[config.mk]
export PLATFORM = sky130hd
export DESIGN_NAME = tps_div
export DESIGN_NICKNAME = d
export VERILOG_FILES = /design/src/rtl/tps_pkg.sv /design/src/rtl/tps_div.sv
export SDC_FILE = /design/constraint.sdc
export NUM_CORES = 1
export LEC_CHECK = 0
export BUFFER_PORTS_ARGS = -buffer_cell sky130_fd_sc_hd__clkbuf_2
export CORE_ASPECT_RATIO = 0.5
export CORE_MARGIN = 1.5
export CORE_UTILIZATION = 39
export CTS_BUF_LIST = sky130_fd_sc_hd__clkbuf_4 sky130_fd_sc_hd__clkbuf_8 sky130_fd_sc_hd__clkbuf_16
export DETAILED_ROUTE_END_ITERATION = 7
export SLEW_MARGIN = 10
export SYNTH_ARGS = -nofsm -noshare
export SYNTH_HDL_FRONTEND = slang
export SYNTH_SLANG_ARGS = --single-unit
[constraint.sdc]
create_clock -name clk -period 9.7 [get_ports clk]
set_clock_uncertainty 0.05 [all_clocks]
set_input_delay 1.455 -clock clk [delete_from_list [all_inputs] [get_ports clk]]
set_output_delay 1.455 -clock clk [all_outputs]
set_load 0.02 [all_outputs]
[src/rtl/tps_pkg.sv]
// ----------------------------------------------------------------------------
// tps_pkg
// Shared types and constants of the temporal pixel smoother.
// ----------------------------------------------------------------------------
package tps_pkg;

  localparam int PIX_W  = 8;
  localparam int TH_W   = 9;
  localparam int TV_W   = 17;
  localparam int TI_W   = 11;
  localparam int RAD_W  = 3;
  localparam int FRM_W  = 5;
  localparam int TO_W   = 4;
  localparam int CFG_AW = 3;
  localparam int CFG_DW = 17;
  localparam int PORT_FRAMES = 15;

  // request layout, lowest bit first
  localparam int IN_TDATA_W = 280;
  localparam int IN_TUSER_W = 3;
  localparam int TI_LSB   = 0;
  localparam int TV_LSB   = 11;
  localparam int SRC_LSB  = 28;
  localparam int PF_LSB   = 148;
  localparam int FROM_LSB = 268;
  localparam int TO_LSB   = 273;

  localparam logic       OP_TABLE_WR = 1'b0;
  localparam logic       OP_FILTER   = 1'b1;
  localparam logic [1:0] PLANE_Y     = 2'd0;
  localparam logic [1:0] PLANE_U     = 2'd1;
  localparam logic [1:0] PLANE_V     = 2'd2;

  localparam logic [CFG_AW-1:0] CFG_RADIUS   = 3'd0;
  localparam logic [CFG_AW-1:0] CFG_THRESH_Y = 3'd1;
  localparam logic [CFG_AW-1:0] CFG_THRESH_U = 3'd2;
  localparam logic [CFG_AW-1:0] CFG_THRESH_V = 3'd3;
  localparam logic [CFG_AW-1:0] CFG_CENTER_W = 3'd4;
  localparam logic [CFG_AW-1:0] CFG_DIFF_IDX = 3'd5;
  localparam logic [CFG_AW-1:0] CFG_CRESID   = 3'd6;

  typedef enum logic [2:0] {
    S_IDLE, S_LANE, S_WALK, S_RESID, S_SUM, S_DIV, S_OUT
  } state_t;

endpackage

[src/rtl/tps_div.sv]
// ----------------------------------------------------------------------------
// tps_div
// Restoring divider, one quotient bit per cycle, quotient below 2**QW.
// ----------------------------------------------------------------------------
module tps_div #(
  parameter int NW = 30,
  parameter int DW = 22,
  parameter int QW = 9
) (
  input  logic          clk,
  input  logic          rst_n,
  input  logic          start,
  input  logic [NW-1:0] num,
  input  logic [DW-1:0] den,
  output logic          done,
  output logic [QW-1:0] quo
);
  import tps_pkg::*;

  localparam int SW = NW + QW;
  localparam int CW = $clog2(QW + 1);

  logic [NW-1:0] rem_r, rem_nxt;
  logic [SW-1:0] dsh_r, dsh_nxt;
  logic [QW-1:0] quo_r, quo_nxt;
  logic [CW-1:0] cnt_r, cnt_nxt;
  logic          run_r, run_nxt;
  logic          done_r, done_nxt;
  logic          ge;

  assign ge = {{QW{1'b0}}, rem_r} >= dsh_r;

  always_comb begin
    rem_nxt  = rem_r;
    dsh_nxt  = dsh_r;
    quo_nxt  = quo_r;
    cnt_nxt  = cnt_r;
    run_nxt  = run_r;
    done_nxt = 1'b0;
    if (start) begin
      rem_nxt = num;
      dsh_nxt = SW'(den) << (QW - 1);
      quo_nxt = '0;
      cnt_nxt = CW'(QW);
      run_nxt = 1'b1;
    end else if (run_r) begin
      if (ge) begin
        rem_nxt = rem_r - dsh_r[NW-1:0];
      end
      quo_nxt = {quo_r[QW-2:0], ge};
      dsh_nxt = dsh_r >> 1;
      cnt_nxt = cnt_r - CW'(1);
      if (cnt_r == CW'(1)) begin
        run_nxt  = 1'b0;
        done_nxt = 1'b1;
      end
    end
  end

  always_ff @(posedge clk) begin
    if (!rst_n) begin
      run_r  <= 1'b0;
      done_r <= 1'b0;
      cnt_r  <= '0;
    end else begin
      run_r  <= run_nxt;
      done_r <= done_nxt;
      cnt_r  <= cnt_nxt;
    end
    rem_r <= rem_nxt;
    dsh_r <= dsh_nxt;
    quo_r <= quo_nxt;
  end

  assign done = done_r;
  assign quo  = quo_r;

endmodule

==> out/metrics.cfg, run 1 <==
[layout]
layout_common_cells=63 x clkbuf_2, 60 x nand2_1, 52 x edfxtp_1, 40 x inv_1, 38 x nor2_1
layout.nets=643
fin_area_um2=5450
drive_gt1_share_pct=16.1
insertedDiodeCount=0
final_util_pct=46.3
syn_to_final_growth_pct=15.9
fillCellCount=1169
layout_commonest_cell=clkbuf_2

[worst_setup_path]
reg2reg_depth=11
worst-path-max-fanout=30
crit_end=rem_r[15]
path_cells=inv_1 > ha_1 > fa_1 > nor2b_1 > o31ai_1 > a21oi_1 > o21ai_1 > nand2_1 > o21ai_1 > or3_1 > a31oi_4
crit_buf_inv=1
r2r_setup_slack_ns=6.09
slowest_delay_ns=0.93
critPathRequiredTime_ns=9.60
critical-path-top-delay-family=compound AO/OA/AOI/OAI gates
path_depth=11
r2r-end=rem_r[15]
crit_top_cell=o21ai_1
cpMaxStageDelayCell=a31oi_4
crit_path_end_kind=flip-flop
critPathArrivalTime_ns=3.51
startpoint_type=flip-flop
path_class=flip-flop to flip-flop
crit_start=rem_r[0]
reg2reg_from=rem_r[0]

[logic_synthesis]
synth_area_um2=4710
synth_area_leaders=edfxtp_1 33%, dfxtp_1 9.8%, ha_1 8.5%
async_flop_share_pct=0
synth_warnings=0
ys_seq_elements=75
synth.top_cell.area_share_pct=33.2
synthCells=502
ys_types=53
syn-num-nets=590
synth_edf_count=52
ys_seq_area_share_pct=43.0
synth_flop_cell=edfxtp_1
synth.largest_area_cell=edfxtp_1
avgSynthCellArea_um2=9.37

[clocking]
cts-htree-levels=3
cts_tree=yes
cts_buffer_depth=2
cts_resized=0
cts_sinks=75
cts_setup_buffers=0
clk_latency_ns=0.34
ctsHoldBuffers=0
cts-root-buf=clkbuf_16
cts_buffers=9
clk_pin_slew_ns=0.07

[drt]
drt-pass1-iter-count=5
vias=3739
wire_per_inst_um=14.9
drc_errors=0
drtAntennaViolNets=0
vias_per_cell=5.16
totalWireLength_um=10800
drt_iter0_drc=331

[floorplan]
dieArea_um2=12800
die_y_um=80.7
dieWidth_um=158
ios=65
core_area_um2=11800
rows=28
initial_core_util_pct=40.0

[placed_design]
globalplace.congestion=0.858
hpwl_um=7810
placed_cell_area_um2=5170
numPortBuffers=64

[timing]
tightest_slew_ns=1.13
setup-tns-final_ns=0
slew_viol_final=0
setup_viol=0
hold_viol=0
rsz0062_at_grt=no
period_needed_ns=3.61
min_period_over_period_pct=37.2
relSlewSlack_pct=24.5
fmax_mhz=277

[power]
p_leak_uw=0.00230
power.density_nw_per_um2=232
ir_drop_mv=0.0972

[flow_run]
maxCapViolCount=0

[outcome]
status=completed

[grt]
grt_pass1_vias=3562
overflow=0
antenna_found_initial=0
grt_max_degree=70
track_usage_pct=18.1
grt_pass1_wl_um=17900

[min_path]
hold_path.class=flip-flop to flip-flop
min_path_cells=2

[where the power goes]
group          switching, uW  leakage (uW)  internal, uW
clock                    142      0.000142           177
sequential              17.9      0.000714           414
combinational            308       0.00145           205
total                    468       0.00230           795
[cells in the mapped netlist, types with 2 or more instances]
cell	number
clkbuf_1	16
and3_1	2
o21ai_0	26
nor3_1	3
nand2_1	60
nor2_1	38
buf_2	2
a211oi_1	3
o211ai_1	3
o21bai_1	6
dfxtp_1	23
nor4_1	5
mux2i_1	16
and2_1	4
a311oi_1	3
a21boi_0	3
a31oi_1	5
nor2b_1	3
o21ai_1	11
nand4_1	8
a22o_1	9
a21boi_1	2
ha_1	32
edfxtp_1	52
o31ai_1	14
nand3_1	8
a21o_1	18
inv_1	40
buf_1	6
xor2_1	13
xnor2_1	13
a21oi_1	31
nand2b_1	3
o21a_1	2
[area by class of cell]
class / instances / area (um2) / share of cell area [%]
inverter: 40 / 150 / 2.75
multi-input combinational: 363 / 2460 / 45.0
tap: 165 / 206 / 3.79
clock buffer: 9 / 225 / 4.13
sequential: 75 / 2020 / 37.1
timing repair buffer: 66 / 338 / 6.20
clock inverter: 7 / 55.1 / 1.01
[layer usage]
metal	global-route usage (%)	vias to the layer above	routed length (um)	share of wire, %
li1	-	1921	-	-
met1	27.0	1728	5800	54
met2	26.4	80	4400	41
met3	4.05	10	488	4.5
met4	4.02	0	104	0.96
met5	0	-	0	0
[kinds of logic after synthesis]
family                     after synthesis  synth area share (%)
AOI/OAI and AO/OA                      146                  21.1
xor gates and xnor gates                26                  4.84
adders and majority gates               33                  8.93
buffers and inverters                   64                  5.16
DFF                                     75                  43.0
muxes                                   16                  3.40
and+or+nand+nor                        142                  13.6
[tightest hold or removal path, cell delays in order (launching register included)]
cell	delay [ns]
dfxtp_1	0.33
nor2_1	0.09
a211oi_1	0.05
[flip-flops by register name, summed over array words and instances, names as in the netlist]
signal  count
rem_r      30
cnt_r       4
quo         9
run_r       1
done        1
dsh_r      30
[through the flow]
step | cells | hold slack (ns) | power (uW) | worst slack, ns
2_1_floorplan | 502 | 0.415 | 832 | 5.55
3_3_place_gp | 709 | 0.437 | 943 | 6.11
3_5_place_dp | 709 | 0.440 | 947 | 6.02
4_1_cts | 725 | 0.454 | 1270 | 6.04
5_1_grt | 725 | 0.508 | 1360 | 5.82
6_report | 725 | 0.455 | 1260 | 6.09
[worst min-delay path by stage]
stage,slack (ns),end,startpoint
2_1_floorplan,0.41,dsh_r[0],dsh_r[0]
3_3_place_gp,0.44,dsh_r[0],dsh_r[0]
3_5_place_dp,0.44,quo[8],quo[8]
4_1_cts,0.45,cnt_r[1],cnt_r[1]
5_1_grt,0.51,dsh_r[6],dsh_r[6]
6_report,0.45,cnt_r[1],cnt_r[1]
(Power assumes the default switching activity.)
==> inputs of run 2 (changes only) <==
Clock period 9.7 ns to 3.36 ns, I/O delays scaled along.
==> run 2 against run 1 <==
Compared with the run above:
- routed wire length decreased by 1.8%
- first-iteration DRC count decreased by 24%
- clock power increased to 2.9 times the previous value
- flip-flop and latch count unchanged
- global-route usage decreased by 0.54 points
- critical path depth increased by 1
- non-clock buffer count increased by 3
- sequential share of layout area decreased by 0.27 points
==> out/metrics.cfg, run 2 (same netlist as run 1, synthesis figures left out) <==
[layout]
insertedDiodeCount=0  ; unchanged
layout.nets=646  ; +0.47%
syn_to_final_growth_pct=16.7
final_util_pct=46.7  ; +0.34 points
layout_common_cells=63 x clkbuf_2, 60 x nand2_1, 52 x edfxtp_1, 40 x inv_1, 38 x nor2_1
layout_commonest_cell=clkbuf_2
drive_gt1_share_pct=16.5  ; +0.45 points

[outcome]
status=completed

[clocking]
clk_pin_slew_ns=0.07  ; about the same
clk_latency_ns=0.34  ; about the same
cts-htree-levels=3  ; unchanged
cts_buffers=9  ; unchanged
cts_buffer_depth=2  ; unchanged
cts_setup_buffers=0  ; unchanged
ctsHoldBuffers=0  ; unchanged
cts_sinks=75  ; unchanged
cts_resized=0  ; unchanged
cts-root-buf=clkbuf_16
cts_tree=yes

[flow_run]
maxCapViolCount=0  ; unchanged

[timing]
period_needed_ns=3.11  ; -0.502 ns
rsz0062_at_grt=no
setup_ws_ns=0.251  ; -5.84 ns
setup_viol=0  ; unchanged
tightest_slew_ns=0.668  ; -0.464 ns
min_period_over_period_pct=92.5  ; +55 points
slew_viol_final=0  ; unchanged
fmax_mhz=322  ; +16%
hold_viol=0  ; unchanged
setup-tns-final_ns=0  ; unchanged
relSlewSlack_pct=55.3  ; +31 points

[worst_setup_path]
path_depth=12  ; +1
critPathRequiredTime_ns=3.33  ; -6.27 ns
crit_path_end_kind=flip-flop
slowest_delay_ns=0.43  ; -0.50 ns
crit_buf_inv=2  ; +1
crit_end=rem_r[8]
startpoint_type=flip-flop
reg2reg_from=rem_r[0]
r2r-end=rem_r[8]
cpMaxStageDelayCell=or3_1
r2r_setup_slack_ns=0.25  ; -5.84 ns
worst-path-max-fanout=18  ; -40%
crit_top_cell=o21ai_1
critPathArrivalTime_ns=3.08  ; -0.43 ns
path_cells=inv_1 > ha_1 > fa_1 > nor2b_1 > o31ai_1 > a21oi_1 > o21ai_1 > nand2_1 > o21ai_1 > or3_1 > a31oi_4 > buf_4
critical-path-top-delay-family=compound AO/OA/AOI/OAI gates
crit_start=rem_r[0]
reg2reg_depth=12  ; +1
path_class=flip-flop to flip-flop

[power]
ir_drop_mv=0.266  ; +170%
p_sw_uw=1360  ; +190%
p_leak_uw=0.00232  ; +0.93%
comb_power_share_pct=40.6  ; about the same
p_int_uw=2310  ; +190%
switching_share_pct=37.0  ; about the same
power_frac_seq_pct=34.1  ; about the same
clkPwrFrac_pct=25.3  ; about the same
power.density_nw_per_um2=667  ; +190%

[grt]
grt_max_degree=87  ; +24%
overflow=0  ; unchanged
antenna_found_initial=0  ; unchanged
grt_pass1_wl_um=17400  ; -2.7%
grt_pass1_vias=3514  ; -1.3%
track_usage_pct=17.6  ; -0.54 points

[floorplan]
dieArea_um2=12800  ; unchanged
die_y_um=80.7  ; unchanged
ios=65  ; unchanged
core_area_um2=11800  ; unchanged
initial_core_util_pct=40.0  ; unchanged
dieWidth_um=158  ; unchanged
rows=28  ; unchanged

[placed_design]
dp_slack_ns=0.278  ; -5.74 ns
numPortBuffers=64  ; unchanged
hpwl_um=7850  ; +0.43%
globalplace.congestion=0.844  ; -1.6%

[drt]
drt_iter0_drc=250  ; -24%
drtAntennaViolNets=0  ; unchanged
vias_per_cell=5.13  ; -0.55%
drt-pass1-iter-count=4  ; -1
wire_per_inst_um=14.5  ; -2.2%
drc_errors=0  ; unchanged
vias=3734  ; -0.13%
totalWireLength_um=10600  ; -1.8%

[min_path]
hold_path.class=primary input to flip-flop

[run 2: cell count changes in the layout (fill, tap and decap cells not counted), sizes merged]
| cell | before | now |
|---|---|---|
| inv | 45 | 44 |
| clkinv | 2 | 3 |
| buf | 3 | 6 |
[run 2: worst min-delay path by stage]
stage	from	end	slack (ns)	depth (start not counted)
finish	rst_n	run_r	0.38	2
detailed placement	quo[8]	quo[8]	0.44	2
CTS	rst_n	run_r	0.37	2
global placement	quo[8]	quo[8]	0.43	2
floorplan	dsh_r[0]	dsh_r[0]	0.41	2
global route	den[18]	dsh_r[26]	0.38	3
[run 2: area by class of cell]
type,count,area (um2)
inverters,40,150
well taps,165,206
clock inverters,7,60.1
fillers,1156,6280
multi-input cells,363,2460
flip-flops and latches,75,2020
clock buffers,9,225
repair buffers,69,373
[run 2: metal layers]
layer  track usage (%)  wire length [um]  vias up
li1                  -                 -     1927
met1              25.2              5460     1721
met2              26.8              4480       76
met3              3.99               548       10
met4              4.21               102        0
met5                 0                 0        -
[run 2: worst reg2reg max path, cell delays in order, from the launching register on]
cell      delay (ns)
edfxtp_1        0.32
inv_1           0.04
ha_1            0.21
fa_1            0.41
nor2b_1         0.16
o31ai_1         0.11
a21oi_1         0.25
o21ai_1         0.13
nand2_1         0.09
o21ai_1         0.10
or3_1           0.43
a31oi_4         0.18
buf_4           0.30
[run 2: power by group through the flow]
stage | Sequential [uW] | Combinational, uW | Clock (uW)
3_5_place_dp | 1270 | 1470 | 0
5_1_grt | 1260 | 1660 | 993
6_report | 1250 | 1490 | 928
2_1_floorplan | 1250 | 1150 | 0
4_1_cts | 1250 | 1480 | 957
3_3_place_gp | 1260 | 1470 | 0
[run 2: through the flow]
step	power, uW	hold slack (ns)	cell area (um2)	instances
6_report	3660	0.376	5490	728
5_1_grt	3920	0.382	5490	728
4_1_cts	3690	0.368	5490	728
3_5_place_dp	2740	0.440	5210	712
3_3_place_gp	2730	0.425	5210	712
2_1_floorplan	2410	0.415	4720	502
