[config.mk]
export PLATFORM = sky130hd
export DESIGN_NAME = tps_lane
export DESIGN_NICKNAME = d
export VERILOG_FILES = /design/src/rtl/tps_pkg.sv /design/src/rtl/tps_lane.sv
export SDC_FILE = /design/constraint.sdc
export NUM_CORES = 1
export LEC_CHECK = 0
export BUFFER_PORTS_ARGS = -buffer_cell sky130_fd_sc_hd__buf_2
export CORE_ASPECT_RATIO = 0.8
export CORE_UTILIZATION = 50
export DETAILED_ROUTE_END_ITERATION = 10
export PLACE_DENSITY = 0.8
export SYNTH_ARGS = -nofsm -noshare
export SYNTH_HDL_FRONTEND = slang
export SYNTH_SLANG_ARGS = --single-unit
export TNS_END_PERCENT = 50
[constraint.sdc]
create_clock -name vclk -period 4.7
set_clock_uncertainty 0.05 [all_clocks]
set_input_delay 0.94 -clock vclk [all_inputs]
set_output_delay 0.94 -clock vclk [all_outputs]
set_load 0.02 [all_outputs]
[src/rtl/tps_pkg.sv]
// ----------------------------------------------------------------------------
// tps_pkg
// Shared types and constants of the temporal pixel smoother.
// ----------------------------------------------------------------------------
package tps_pkg;

  localparam int PIX_W  = 8;
  localparam int TH_W   = 9;
  localparam int TV_W   = 17;
  localparam int TI_W   = 11;
  localparam int RAD_W  = 3;
  localparam int FRM_W  = 5;
  localparam int TO_W   = 4;
  localparam int CFG_AW = 3;
  localparam int CFG_DW = 17;
  localparam int PORT_FRAMES = 15;

  // request layout, lowest bit first
  localparam int IN_TDATA_W = 280;
  localparam int IN_TUSER_W = 3;
  localparam int TI_LSB   = 0;
  localparam int TV_LSB   = 11;
  localparam int SRC_LSB  = 28;
  localparam int PF_LSB   = 148;
  localparam int FROM_LSB = 268;
  localparam int TO_LSB   = 273;

  localparam logic       OP_TABLE_WR = 1'b0;
  localparam logic       OP_FILTER   = 1'b1;
  localparam logic [1:0] PLANE_Y     = 2'd0;
  localparam logic [1:0] PLANE_U     = 2'd1;
  localparam logic [1:0] PLANE_V     = 2'd2;

  localparam logic [CFG_AW-1:0] CFG_RADIUS   = 3'd0;
  localparam logic [CFG_AW-1:0] CFG_THRESH_Y = 3'd1;
  localparam logic [CFG_AW-1:0] CFG_THRESH_U = 3'd2;
  localparam logic [CFG_AW-1:0] CFG_THRESH_V = 3'd3;
  localparam logic [CFG_AW-1:0] CFG_CENTER_W = 3'd4;
  localparam logic [CFG_AW-1:0] CFG_DIFF_IDX = 3'd5;
  localparam logic [CFG_AW-1:0] CFG_CRESID   = 3'd6;

  typedef enum logic [2:0] {
    S_IDLE, S_LANE, S_WALK, S_RESID, S_SUM, S_DIV, S_OUT
  } state_t;

endpackage

[src/rtl/tps_lane.sv]
// ----------------------------------------------------------------------------
// tps_lane
// One walk step: threshold checks against centre and previous neighbour,
// and the weight table index of the step.
// ----------------------------------------------------------------------------
module tps_lane (
  input  logic [tps_pkg::PIX_W-1:0] pf_c,
  input  logic [tps_pkg::PIX_W-1:0] pf_t,
  input  logic [tps_pkg::PIX_W-1:0] pf_p,
  input  logic [tps_pkg::TH_W-1:0]  th,
  input  logic                      first,
  input  logic                      en,
  input  logic                      diff_idx,
  input  logic [2:0]                step_m1,
  input  logic [tps_pkg::TI_W-1:0]  frm_ti,
  output logic                      ok,
  output logic [tps_pkg::TI_W-1:0]  ti
);
  import tps_pkg::*;

  logic [PIX_W-1:0] d_c;
  logic [PIX_W-1:0] d_p;

  assign d_c = (pf_c > pf_t) ? pf_c - pf_t : pf_t - pf_c;
  assign d_p = (pf_p > pf_t) ? pf_p - pf_t : pf_t - pf_p;
  assign ok  = en && ({1'b0, d_c} < th) && (first || ({1'b0, d_p} < th));
  assign ti  = diff_idx ? {step_m1, d_c} : frm_ti;

endmodule

==> impl_metrics.prom, run 1 <==
# TYPE chip_impl_metric gauge
chip_impl_metric{name="floorplan.die.width",unit="µm"} 68.06
chip_impl_info{name="setup.worst_path.end_class",value="output port"} 1
chip_impl_metric{name="critical_path_required",unit="ps"} 3710
chip_impl_metric{name="fp-row-count",unit=""} 18
chip_impl_metric{name="globalRoute.totalOverflow",unit=""} 0
chip_impl_metric{name="placed_wire_length_estimate_after_detailed_placement",unit="µm"} 3928
chip_impl_metric{name="antenna_cells_inserted",unit=""} 0
chip_impl_metric{name="post_drt_wl_per_cell",unit="µm"} 14.24
chip_impl_metric{name="syn-num-nets",unit=""} 319
chip_impl_metric{name="finalSetupViolCount",unit=""} 1
chip_impl_metric{name="yosys.area_share.xor_xnor",unit="%"} 6.022
chip_impl_metric{name="via_count",unit=""} 1941
chip_impl_metric{name="hold_viol",unit=""} 0
chip_impl_metric{name="n_fill_cell",unit=""} 241
chip_impl_info{name="synth_top_family_by_area",value="adder cells"} 1
chip_impl_metric{name="cts-hold-fix-buffers",unit=""} 0
chip_impl_metric{name="core_region_area",unit="µm²"} 3198
chip_impl_metric{name="worst-slew-pin-transition",unit="ps"} 461.2
chip_impl_info{name="criticalPathCategory",value="primary input to output port"} 1
chip_impl_metric{name="dpl-instance-area",unit="µm²"} 2285
chip_impl_metric{name="stdcell_count",unit=""} 353
chip_impl_metric{name="clock_buffer_count",unit=""} 0
chip_impl_metric{name="yosysWarnings",unit=""} 0
chip_impl_info{name="hold_class",value="primary input to output port"} 1
chip_impl_info{name="grt_setup_unrepaired",value="true"} 1
chip_impl_metric{name="timing.final.crit_share",unit="%"} 101.6
chip_impl_metric{name="io_pins",unit=""} 62
chip_impl_metric{name="cap_viol_max_count",unit=""} 0
chip_impl_metric{name="slew_violations",unit=""} 0
chip_impl_metric{name="synth_fa_ha_area_share",unit="%"} 36.13
chip_impl_metric{name="groute.usage.overall",unit="%"} 24.57
chip_impl_metric{name="n_sequential_cell",unit=""} 0
chip_impl_metric{name="p_total",unit="mW"} 0.4026
chip_impl_metric{name="postSynthCellCount",unit=""} 221
chip_impl_metric{name="synth_mux_area_share",unit="%"} 14.62
chip_impl_metric{name="final_period_minus_worst_setup_slack",unit="ps"} 4777
chip_impl_metric{name="detailedRoute.firstIterationViolations",unit=""} 85
chip_impl_metric{name="cellPowerDensity",unit="nW/µm²"} 166.6
chip_impl_metric{name="syn_avg_cell_area",unit="µm²"} 7.898
chip_impl_metric{name="grt_start_max_net_pins",unit=""} 12
chip_impl_metric{name="buffer_ports.inserted",unit=""} 62
chip_impl_metric{name="post-route-cell-area",unit="µm²"} 2416
chip_impl_metric{name="synth_compound_area_share",unit="%"} 23.80
chip_impl_metric{name="gr-usage-met3",unit="%"} 0.6250
chip_impl_info{name="outcome",value="finished, violations left"} 1
chip_impl_metric{name="finalNetCount",unit=""} 413
chip_impl_metric{name="fin_ws",unit="ps"} -77.37
chip_impl_info{name="kind_of_launch_point_of_the_worst_setup_path",value="primary input"} 1
chip_impl_metric{name="die_y",unit="µm"} 54.85
chip_impl_metric{name="place_congestion",unit=""} 0.9074
chip_impl_metric{name="synth_simple_gate_area_share",unit="%"} 8.172
chip_impl_metric{name="detail-route-antenna-nets",unit=""} 0
chip_impl_metric{name="routed_wirelength",unit="µm"} 5026
chip_impl_metric{name="dp_cells",unit=""} 349
chip_impl_metric{name="p_leak",unit="nW"} 1.332
chip_impl_metric{name="fmaxAchievable",unit="MHz"} 209.3
chip_impl_metric{name="peak_vdd_ir",unit="µV"} 71.20
chip_impl_metric{name="grt_pass1_wl",unit="µm"} 6913
chip_impl_metric{name="crit_fanout",unit=""} 5
chip_impl_metric{name="vias_per_cell",unit=""} 5.499
chip_impl_metric{name="global_routing_usage_on_met1",unit="%"} 31.53
chip_impl_metric{name="start_util",unit="%"} 54.58
chip_impl_metric{name="register_area",unit="µm²"} 0
chip_impl_metric{name="cell_area_after_synthesis",unit="µm²"} 1745
chip_impl_metric{name="yosysSeqAreaShare",unit="%"} 0
chip_impl_metric{name="relSlewSlack",unit="%"} 68.98
chip_impl_metric{name="tritonroute_pass_1_iters",unit=""} 4
chip_impl_metric{name="global_route.usage.met2",unit="%"} 46.57
chip_impl_metric{name="grt_antenna_before_repair",unit=""} 0
chip_impl_metric{name="post_detailed_route_drc_marker_count",unit=""} 0
chip_impl_metric{name="worst_ep_arrival_time",unit="ps"} 3790
chip_impl_metric{name="flow.area_growth_from_synthesis",unit="%"} 38.42
chip_impl_metric{name="dieArea",unit="µm²"} 3732
chip_impl_metric{name="number_of_global_route_vias_before_repair",unit=""} 1673
chip_impl_metric{name="ys_types",unit=""} 34
chip_impl_info{name="grt.busiest_layer",value="met2"} 1
chip_impl_metric{name="post_route_cells_drive_above_1_share",unit="%"} 42.49
chip_impl_info{name="failed_checks",value="negative setup slack"} 1
[layout make-up]
class | count | area (µm²) | area share, %
Multi-Input combinational cell | 179 | 1627 | 67.32
Timing Repair Buffer | 98 | 599.3 | 24.81
Inverter | 36 | 140.1 | 5.800
Tap cell | 40 | 50.05 | 2.071
[cell usage in the layout, fill, tap and decap left out, types with 3 or more instances in the layout]
master | synthesis | layout
sky130_fd_sc_hd__a211oi_1 | 3 | 3
sky130_fd_sc_hd__a21boi_0 | 3 | 3
sky130_fd_sc_hd__a21o_1 | 6 | 6
sky130_fd_sc_hd__a21oi_1 | 28 | 23
sky130_fd_sc_hd__a21oi_2 | 0 | 5
sky130_fd_sc_hd__a31oi_1 | 3 | 3
sky130_fd_sc_hd__buf_2 | 0 | 59
sky130_fd_sc_hd__buf_4 | 1 | 36
sky130_fd_sc_hd__buf_6 | 2 | 3
sky130_fd_sc_hd__ha_1 | 44 | 42
sky130_fd_sc_hd__inv_1 | 36 | 32
sky130_fd_sc_hd__mux2_2 | 12 | 12
sky130_fd_sc_hd__mux2i_1 | 12 | 10
sky130_fd_sc_hd__nand2_1 | 11 | 11
sky130_fd_sc_hd__nand4_1 | 4 | 4
sky130_fd_sc_hd__nor2_1 | 6 | 6
sky130_fd_sc_hd__o21ai_0 | 10 | 8
sky130_fd_sc_hd__o21ai_1 | 1 | 3
sky130_fd_sc_hd__o21bai_1 | 3 | 3
sky130_fd_sc_hd__xnor2_1 | 6 | 5
sky130_fd_sc_hd__xor2_1 | 6 | 5
[cell usage after synthesis]
cell type	count	area (µm²)
sky130_fd_sc_hd__a21oi_1	28	140.1
sky130_fd_sc_hd__inv_1	36	135.1
sky130_fd_sc_hd__a21o_1	6	45.04
sky130_fd_sc_hd__nand3_1	1	5.000
sky130_fd_sc_hd__nor2b_1	1	6.260
sky130_fd_sc_hd__mux2_2	12	135.1
sky130_fd_sc_hd__xnor2_1	6	52.55
sky130_fd_sc_hd__a21boi_0	3	22.52
sky130_fd_sc_hd__o211ai_1	2	15.01
sky130_fd_sc_hd__o21bai_1	3	22.52
sky130_fd_sc_hd__o21a_1	2	15.01
sky130_fd_sc_hd__nand4_1	4	25.02
sky130_fd_sc_hd__o21ai_1	1	5.000
sky130_fd_sc_hd__fa_1	4	80.08
sky130_fd_sc_hd__and2_1	2	12.51
sky130_fd_sc_hd__nor3_1	1	5.000
sky130_fd_sc_hd__ha_1	44	550.5
sky130_fd_sc_hd__a31oi_1	3	18.77
sky130_fd_sc_hd__o22a_1	1	8.760
sky130_fd_sc_hd__xor2_1	6	52.55
sky130_fd_sc_hd__nor2_1	6	22.52
sky130_fd_sc_hd__nand3b_1	2	15.01
sky130_fd_sc_hd__nor4bb_1	1	10.01
sky130_fd_sc_hd__mux2i_1	12	120.1
sky130_fd_sc_hd__o21ai_0	10	50.05
sky130_fd_sc_hd__clkbuf_8	2	27.53
sky130_fd_sc_hd__buf_6	2	22.52
sky130_fd_sc_hd__a211oi_2	1	12.51
sky130_fd_sc_hd__buf_4	1	7.510
sky130_fd_sc_hd__a21o_2	2	17.52
sky130_fd_sc_hd__a211oi_4	1	20.02
sky130_fd_sc_hd__nand2_1	11	41.29
sky130_fd_sc_hd__a211oi_1	3	22.52
sky130_fd_sc_hd__clkbuf_1	1	3.750
[report_power, final]
part | switching (mW) | internal, mW | leakage [nW] | total [mW]
Sequential | 0 | 0 | 0 | 0
Combinational | 0.204 | 0.199 | 1.33 | 0.403
Clock | 0 | 0 | 0 | 0
Total | 0.204 | 0.199 | 1.33 | 0.403
[cells by family after synthesis]
logic type,count (synthesis)
AND/OR/NAND/NOR,29
multiplexers,24
XOR/XNOR,12
adder cells (fa/ha/maj),48
buffers and inverters,42
AO/OA/AOI/OAI,66
[final timing paths]
check	slack, ps	startpoint	cells after the start	to
worst max-delay path	-80	pf_p[0]	19	ok
worst min-delay path	2170	frm_ti[1]	3	ti[1]
[worst max-delay path, stage by stage]
cell                       delay [ps]
sky130_fd_sc_hd__buf_6            100
sky130_fd_sc_hd__inv_4             50
sky130_fd_sc_hd__ha_4             130
sky130_fd_sc_hd__inv_4             30
sky130_fd_sc_hd__fa_2             360
sky130_fd_sc_hd__a21oi_2          180
sky130_fd_sc_hd__o21ai_1          100
sky130_fd_sc_hd__a21oi_2          210
sky130_fd_sc_hd__a211oi_4         120
sky130_fd_sc_hd__buf_4            160
sky130_fd_sc_hd__buf_4            120
sky130_fd_sc_hd__mux2i_1          170
sky130_fd_sc_hd__xnor2_1          140
sky130_fd_sc_hd__ha_1             240
sky130_fd_sc_hd__a21oi_1          170
sky130_fd_sc_hd__o21ai_0          120
sky130_fd_sc_hd__a31oi_1          170
sky130_fd_sc_hd__o21a_1           160
sky130_fd_sc_hd__buf_6            110
[layer usage]
layer	share of wire [%]	vias up
met4	1.6	0
met5	0	-
met2	48	96
met3	6.6	9
li1	-	954
met1	44	882
[stage by stage]
stage	setup WS [ps]	hold WS [ps]	util (%)	TNS [ps]
3_3_place_gp	-61.70	2159	71.44	-61.70
3_5_place_dp	-127.2	2172	71.44	-127.2
2_1_floorplan	193.8	2009	-	0
5_1_grt	-172.7	2188	75.55	-172.7
4_1_cts	-4.020	2172	72.89	-4.020
6_report	-77.37	2171	75.55	-77.37
[timing repair]
| action | CTS | global route |
|---|---|---|
| gates resized for setup | 5 | 25 |
| setup buffers | 3 | 2 |
| pin swaps | 5 | 20 |
| endpoints found under the setup margin | 1 | 1 |
Note: power is estimated with default switching activity, not from simulation.
==> inputs of run 2 (changes only) <==
Clock period 4.7 ns to 4.4 ns, I/O delays scaled along.
==> run 2 against run 1 <==
The flow still finishes with violations (negative setup slack). First-iteration DRC count grew 89%. Non-clock buffer count up 25. Sequential share of layout area unchanged. Hold slack worse by 110 ps. Via count up 9.7%. Critical path depth down 1. Final area grew 9.2%. Critical endpoint unchanged. Largest power group unchanged.
==> impl_metrics.prom, run 2 (synthesized netlist as in run 1, its figures left out) <==
# TYPE chip_impl_metric gauge
chip_impl_info{name="outcome",value="finished, violations left"} 1
chip_impl_info{name="failed_checks",value="negative setup slack"} 1
chip_impl_metric{name="placed_wire_length_estimate_after_detailed_placement",unit="µm"} 4218
chip_impl_info{name="grt_setup_unrepaired",value="true"} 1
chip_impl_info{name="setup.worst_path.end_class",value="output port"} 1
chip_impl_metric{name="hold_viol",unit=""} 0
chip_impl_metric{name="via_count",unit=""} 2129
chip_impl_info{name="hold_end",value="ti[6]"} 1
chip_impl_metric{name="post_detailed_route_drc_marker_count",unit=""} 0
chip_impl_metric{name="detailedRoute.firstIterationViolations",unit=""} 161
chip_impl_info{name="mostFrequentLayoutCells",value="sky130_fd_sc_hd__buf_4, sky130_fd_sc_hd__buf_2, sky130_fd_sc_hd__ha_1, sky130_fd_sc_hd__inv_1, sky130_fd_sc_hd__a21oi_1"} 1
chip_impl_metric{name="globalRoute.totalOverflow",unit=""} 0
chip_impl_metric{name="buffer_ports.inserted",unit=""} 62
chip_impl_metric{name="groute.usage.overall",unit="%"} 30.53
chip_impl_metric{name="end_of_flow_core_utilization",unit="%"} 82.51
chip_impl_metric{name="finalSetupViolCount",unit=""} 1
chip_impl_metric{name="core_region_area",unit="µm²"} 3198
chip_impl_metric{name="n_sequential_cell",unit=""} 0
chip_impl_metric{name="whs",unit="ps"} 2057
chip_impl_metric{name="io_pins",unit=""} 62
chip_impl_metric{name="place_congestion",unit=""} 0.9039
chip_impl_metric{name="antenna_cells_inserted",unit=""} 0
chip_impl_metric{name="grt_start_max_net_pins",unit=""} 12
chip_impl_metric{name="worst_ep_arrival_time",unit="ps"} 3750
chip_impl_metric{name="vias_per_cell",unit=""} 5.632
chip_impl_metric{name="final_period_minus_worst_setup_slack",unit="ps"} 4684
chip_impl_metric{name="timing.hold.worst_path_depth",unit=""} 3
chip_impl_metric{name="flow.area_growth_from_synthesis",unit="%"} 51.18
chip_impl_metric{name="cts-hold-fix-buffers",unit=""} 0
chip_impl_metric{name="post-route-cell-area",unit="µm²"} 2639
chip_impl_metric{name="detail-route-antenna-nets",unit=""} 0
chip_impl_metric{name="register_area",unit="µm²"} 0
chip_impl_metric{name="post_drt_wl_per_cell",unit="µm"} 16.24
chip_impl_metric{name="die_y",unit="µm"} 54.85
chip_impl_metric{name="relSlewSlack",unit="%"} 74.04
chip_impl_metric{name="dpl-instance-area",unit="µm²"} 2480
chip_impl_metric{name="grt_pass1_wl",unit="µm"} 8369
chip_impl_metric{name="peak_vdd_ir",unit="µV"} 79.33
chip_impl_metric{name="clock_buffer_count",unit=""} 0
chip_impl_metric{name="slew_violations",unit=""} 0
chip_impl_metric{name="timing.final.crit_share",unit="%"} 106.5
chip_impl_metric{name="grt_antenna_before_repair",unit=""} 0
chip_impl_metric{name="cap_viol_max_count",unit=""} 0
chip_impl_info{name="hold_class",value="primary input to output port"} 1
chip_impl_metric{name="tritonroute_pass_1_iters",unit=""} 4
chip_impl_metric{name="crit_fanout",unit=""} 5
chip_impl_metric{name="fin_ws",unit="ps"} -283.9
chip_impl_metric{name="post_route_cells_drive_above_1_share",unit="%"} 47.93
chip_impl_info{name="criticalPathCategory",value="primary input to output port"} 1
chip_impl_metric{name="critical_path_required",unit="ps"} 3470
chip_impl_metric{name="routed_wirelength",unit="µm"} 6139
chip_impl_metric{name="fmaxAchievable",unit="MHz"} 213.5
chip_impl_info{name="kind_of_launch_point_of_the_worst_setup_path",value="primary input"} 1
chip_impl_metric{name="dieArea",unit="µm²"} 3732
chip_impl_info{name="layout.cells.most_common",value="sky130_fd_sc_hd__buf_4"} 1
chip_impl_metric{name="floorplan.die.width",unit="µm"} 68.06
chip_impl_info{name="hold_start",value="frm_ti[6]"} 1
chip_impl_metric{name="stdcell_count",unit=""} 378
chip_impl_metric{name="fp-row-count",unit=""} 18
chip_impl_metric{name="start_util",unit="%"} 54.58
chip_impl_metric{name="dp_cells",unit=""} 375
chip_impl_metric{name="number_of_global_route_vias_before_repair",unit=""} 1917
chip_impl_metric{name="finalNetCount",unit=""} 438
chip_impl_metric{name="cellPowerDensity",unit="nW/µm²"} 182.1
chip_impl_metric{name="p_leak",unit="nW"} 1.450
chip_impl_metric{name="worst-slew-pin-transition",unit="ps"} 386.0
==> run 2: power by group <==
group / internal [mW] / switching, mW / total, mW
sequential: 0 / 0 / 0
clock: 0 / 0 / 0
combinational: 0.237 / 0.243 / 0.481
==> run 2: worst max path at each step <==
stage          cells after the start  to  slack (ps)  startpoint
2_1_floorplan                     16  ok          10     pf_p[0]
3_3_place_gp                      18  ok        -240     pf_t[0]
3_5_place_dp                      18  ok        -320     pf_t[0]
4_1_cts                           19  ok        -160     pf_p[0]
5_1_grt                           17  ok        -460     pf_t[0]
6_report                          18  ok        -280     pf_p[0]
==> run 2: what timing repair did <==
action,CTS,global route
gates cloned,0,0
gates resized for setup,20,14
endpoints found under the setup margin,1,1
pin swaps,15,18
setup buffers,4,0
==> run 2: area by class of cell <==
| type | count | area (µm²) |
|---|---|---|
| multi-input combinational | 179 | 1664 |
| timing repair buffer | 123 | 787.0 |
| fill | 204 | 559.3 |
| inverter | 36 | 137.6 |
| tap | 40 | 50.05 |
==> run 2: metrics by stage <==
step                      power (mW)  setup TNS, ps  worst slack [ps]
final                         0.4805         -283.9            -283.9
after global routing          0.5166         -461.4            -461.4
after CTS                     0.4310         -159.1            -159.1
after detailed placement      0.4080         -322.4            -322.4
after global placement        0.3936         -235.6            -235.6
after floorplan               0.2501              0             13.75
==> run 2: critical path, stage by stage <==
cell                       delay, ps
sky130_fd_sc_hd__buf_6           100
sky130_fd_sc_hd__inv_4            60
sky130_fd_sc_hd__ha_4            140
sky130_fd_sc_hd__inv_2            50
sky130_fd_sc_hd__fa_2            340
sky130_fd_sc_hd__a21oi_2         190
sky130_fd_sc_hd__o21ai_2          70
sky130_fd_sc_hd__a21oi_2         230
sky130_fd_sc_hd__a211oi_4        120
sky130_fd_sc_hd__buf_4           170
sky130_fd_sc_hd__mux2i_2         170
sky130_fd_sc_hd__xor2_1          160
sky130_fd_sc_hd__ha_1            280
sky130_fd_sc_hd__a21oi_1         170
sky130_fd_sc_hd__o21ai_0         140
sky130_fd_sc_hd__a31oi_1         180
sky130_fd_sc_hd__o21a_1          170
sky130_fd_sc_hd__buf_6           120
==> run 2: layer usage <==
metal	vias up	track usage (%)	share of wire (%)
met3	30	1.042	7.4
met4	0	9.375	5.1
met2	115	57.84	47
met1	973	37.25	41
met5	-	0	0
li1	1011	-	-
==> inputs of run 3 (changes only) <==
Settings changed: BUFFER_PORTS_ARGS -buffer_cell sky130_fd_sc_hd__buf_2 to not set, DONT_BUFFER_PORTS set to 1, PLACE_DENSITY 0.8 to not set.
==> run 3 against run 2 <==
The run still ends with negative setup slack left. Sequential share of layout area stayed put. First-iteration DRC count is 62% lower. Total power is 28% lower. Cell count is 26% lower. Via count is 24% lower. Maximum frequency is 5.4% higher. Final area is 23% lower. Global-route usage is 6.0 points lower. Hold slack worse by 180 ps. Critical path type unchanged.
==> impl_metrics.prom, run 3 (synthesized netlist as in run 1, its figures left out) <==
# TYPE chip_impl_metric gauge
chip_impl_metric{name="cellPowerDensity",unit="nW/µm²"} 172.3
chip_impl_metric{name="detail-route-antenna-nets",unit=""} 0
chip_impl_metric{name="number_of_global_route_vias_before_repair",unit=""} 1656
chip_impl_metric{name="post_detailed_route_drc_marker_count",unit=""} 0
chip_impl_metric{name="final_period_minus_worst_setup_slack",unit="ps"} 4444
chip_impl_metric{name="fmaxAchievable",unit="MHz"} 225.0
chip_impl_metric{name="relSlewSlack",unit="%"} 65.06
chip_impl_metric{name="peak_vdd_ir",unit="µV"} 79.94
chip_impl_info{name="outcome",value="finished, violations left"} 1
chip_impl_metric{name="antenna_cells_inserted",unit=""} 0
chip_impl_metric{name="cap_viol_max_count",unit=""} 0
chip_impl_metric{name="p_total",unit="mW"} 0.3482
chip_impl_info{name="grt_setup_unrepaired",value="true"} 1
chip_impl_metric{name="timing.final.crit_share",unit="%"} 101.0
chip_impl_metric{name="crit_fanout",unit=""} 4
chip_impl_metric{name="p_leak",unit="nW"} 1.030
chip_impl_metric{name="clock_buffer_count",unit=""} 0
chip_impl_metric{name="grt_start_max_net_pins",unit=""} 12
chip_impl_info{name="layout.cells.most_common",value="sky130_fd_sc_hd__ha_1"} 1
chip_impl_metric{name="placed_wire_length_estimate_after_detailed_placement",unit="µm"} 3865
chip_impl_metric{name="floorplan.die.width",unit="µm"} 68.06
chip_impl_metric{name="dieArea",unit="µm²"} 3732
chip_impl_metric{name="routed_wirelength",unit="µm"} 4421
chip_impl_metric{name="worst_stage_delay_on_the_critical_path",unit="ps"} 320
chip_impl_metric{name="critical_path_required",unit="ps"} 3470
chip_impl_metric{name="vias_per_cell",unit=""} 5.751
chip_impl_metric{name="finalSetupViolCount",unit=""} 1
chip_impl_metric{name="start_util",unit="%"} 54.58
chip_impl_info{name="crit_path_slowest_cell",value="sky130_fd_sc_hd__a211oi_4"} 1
chip_impl_metric{name="fp-row-count",unit=""} 18
chip_impl_metric{name="flow.area_growth_from_synthesis",unit="%"} 15.77
chip_impl_metric{name="detailedRoute.firstIterationViolations",unit=""} 61
chip_impl_metric{name="stdcell_count",unit=""} 281
chip_impl_metric{name="hold_viol",unit=""} 0
chip_impl_metric{name="post_drt_wl_per_cell",unit="µm"} 15.73
chip_impl_metric{name="post_route_cells_drive_above_1_share",unit="%"} 23.24
chip_impl_metric{name="register_area",unit="µm²"} 0
chip_impl_info{name="hold_class",value="primary input to output port"} 1
chip_impl_metric{name="n_sequential_cell",unit=""} 0
chip_impl_metric{name="groute.usage.overall",unit="%"} 24.53
chip_impl_metric{name="grt_antenna_before_repair",unit=""} 0
chip_impl_metric{name="grt_pass1_wl",unit="µm"} 6796
chip_impl_metric{name="tritonroute_pass_1_iters",unit=""} 4
chip_impl_metric{name="dpl-instance-area",unit="µm²"} 1892
chip_impl_metric{name="globalRoute.totalOverflow",unit=""} 0
chip_impl_metric{name="end_of_flow_core_utilization",unit="%"} 63.18
chip_impl_metric{name="die_y",unit="µm"} 54.85
chip_impl_metric{name="fin_ws",unit="ps"} -44.36
chip_impl_info{name="mostFrequentLayoutCells",value="sky130_fd_sc_hd__ha_1, sky130_fd_sc_hd__inv_1, sky130_fd_sc_hd__buf_4, sky130_fd_sc_hd__a21oi_1"} 1
chip_impl_metric{name="place_congestion",unit=""} 0.9675
chip_impl_metric{name="finalNetCount",unit=""} 341
chip_impl_info{name="critical_path.cell_chain",value="inv_8, ha_4, inv_2, fa_2, a21oi_4, o21ai_2, a21oi_2, a211oi_4, buf_4, mux2_2, ha_1, a21o_1, a21oi_1, o21ai_0, a31oi_1, o21a_2"} 1
chip_impl_metric{name="via_count",unit=""} 1616
chip_impl_info{name="criticalPathCategory",value="primary input to output port"} 1
chip_impl_metric{name="dp_cells",unit=""} 276
chip_impl_metric{name="buffer_ports.inserted",unit=""} 0
chip_impl_metric{name="worst-slew-pin-transition",unit="ps"} 509.5
chip_impl_metric{name="core_region_area",unit="µm²"} 3198
chip_impl_metric{name="worst_ep_arrival_time",unit="ps"} 3510
chip_impl_metric{name="final.setup.tns",unit="ps"} -44.36
chip_impl_metric{name="io_pins",unit=""} 62
chip_impl_info{name="failed_checks",value="negative setup slack"} 1
chip_impl_metric{name="slew_violations",unit=""} 0
chip_impl_metric{name="post-route-cell-area",unit="µm²"} 2021
chip_impl_info{name="setup.worst_path.end_class",value="output port"} 1
chip_impl_info{name="kind_of_launch_point_of_the_worst_setup_path",value="primary input"} 1
-- run 3: critical path: cells and delay by family --
kind | cells | cell delay [ps]
fa+ha+maj | 3 | 640
mux | 1 | 320
compound gates | 9 | 1440
buf+inv | 3 | 230
-- run 3: layer usage --
metal  routed length, µm  global-route usage (%)  vias up
li1                    -                       -      813
met1                2005                   29.24      737
met2                2127                   48.20       60
met3                 225                   1.250        6
met4                  62                   5.208        0
met5                   0                       0        -
-- run 3: path summary, 6_finish.rpt --
path	start	endpoint	slack (ps)	cells after the start
max	pf_p[0]	ok	-40	16
min	diff_idx	ti[0]	1880	1
-- run 3: metrics by stage --
| stage | setup WS, ps | hold WS [ps] |
|---|---|---|
| detailed placement | -167.8 | 1880 |
| floorplan | 13.75 | 1889 |
| finish | -44.36 | 1879 |
| global route | -239.6 | 1879 |
| global placement | -91.68 | 1870 |
| CTS | -13.51 | 1880 |
-- run 3: what timing repair did --
| action | 4_1_cts | 5_1_grt |
|---|---|---|
| resized for setup | 7 | 14 |
| pin swaps | 8 | 16 |
| buffers inserted | 2 | 4 |
| endpoints found under the setup margin | 1 | 1 |
| endpoints found under the hold margin | 0 | 0 |
| hold buffers | 0 | 0 |
-- run 3: power by group --
part / switching, mW / leakage [nW] / internal, mW
combinational: 0.185 / 1.03 / 0.163
sequential: 0 / 0 / 0
clock: 0 / 0 / 0
-- run 3: cell type report --
type | instances | area (µm²)
tap | 40 | 50.05
multi-input combinational | 179 | 1629
fill | 280 | 1177
inverter | 36 | 146.4
timing repair buffer | 26 | 195.2
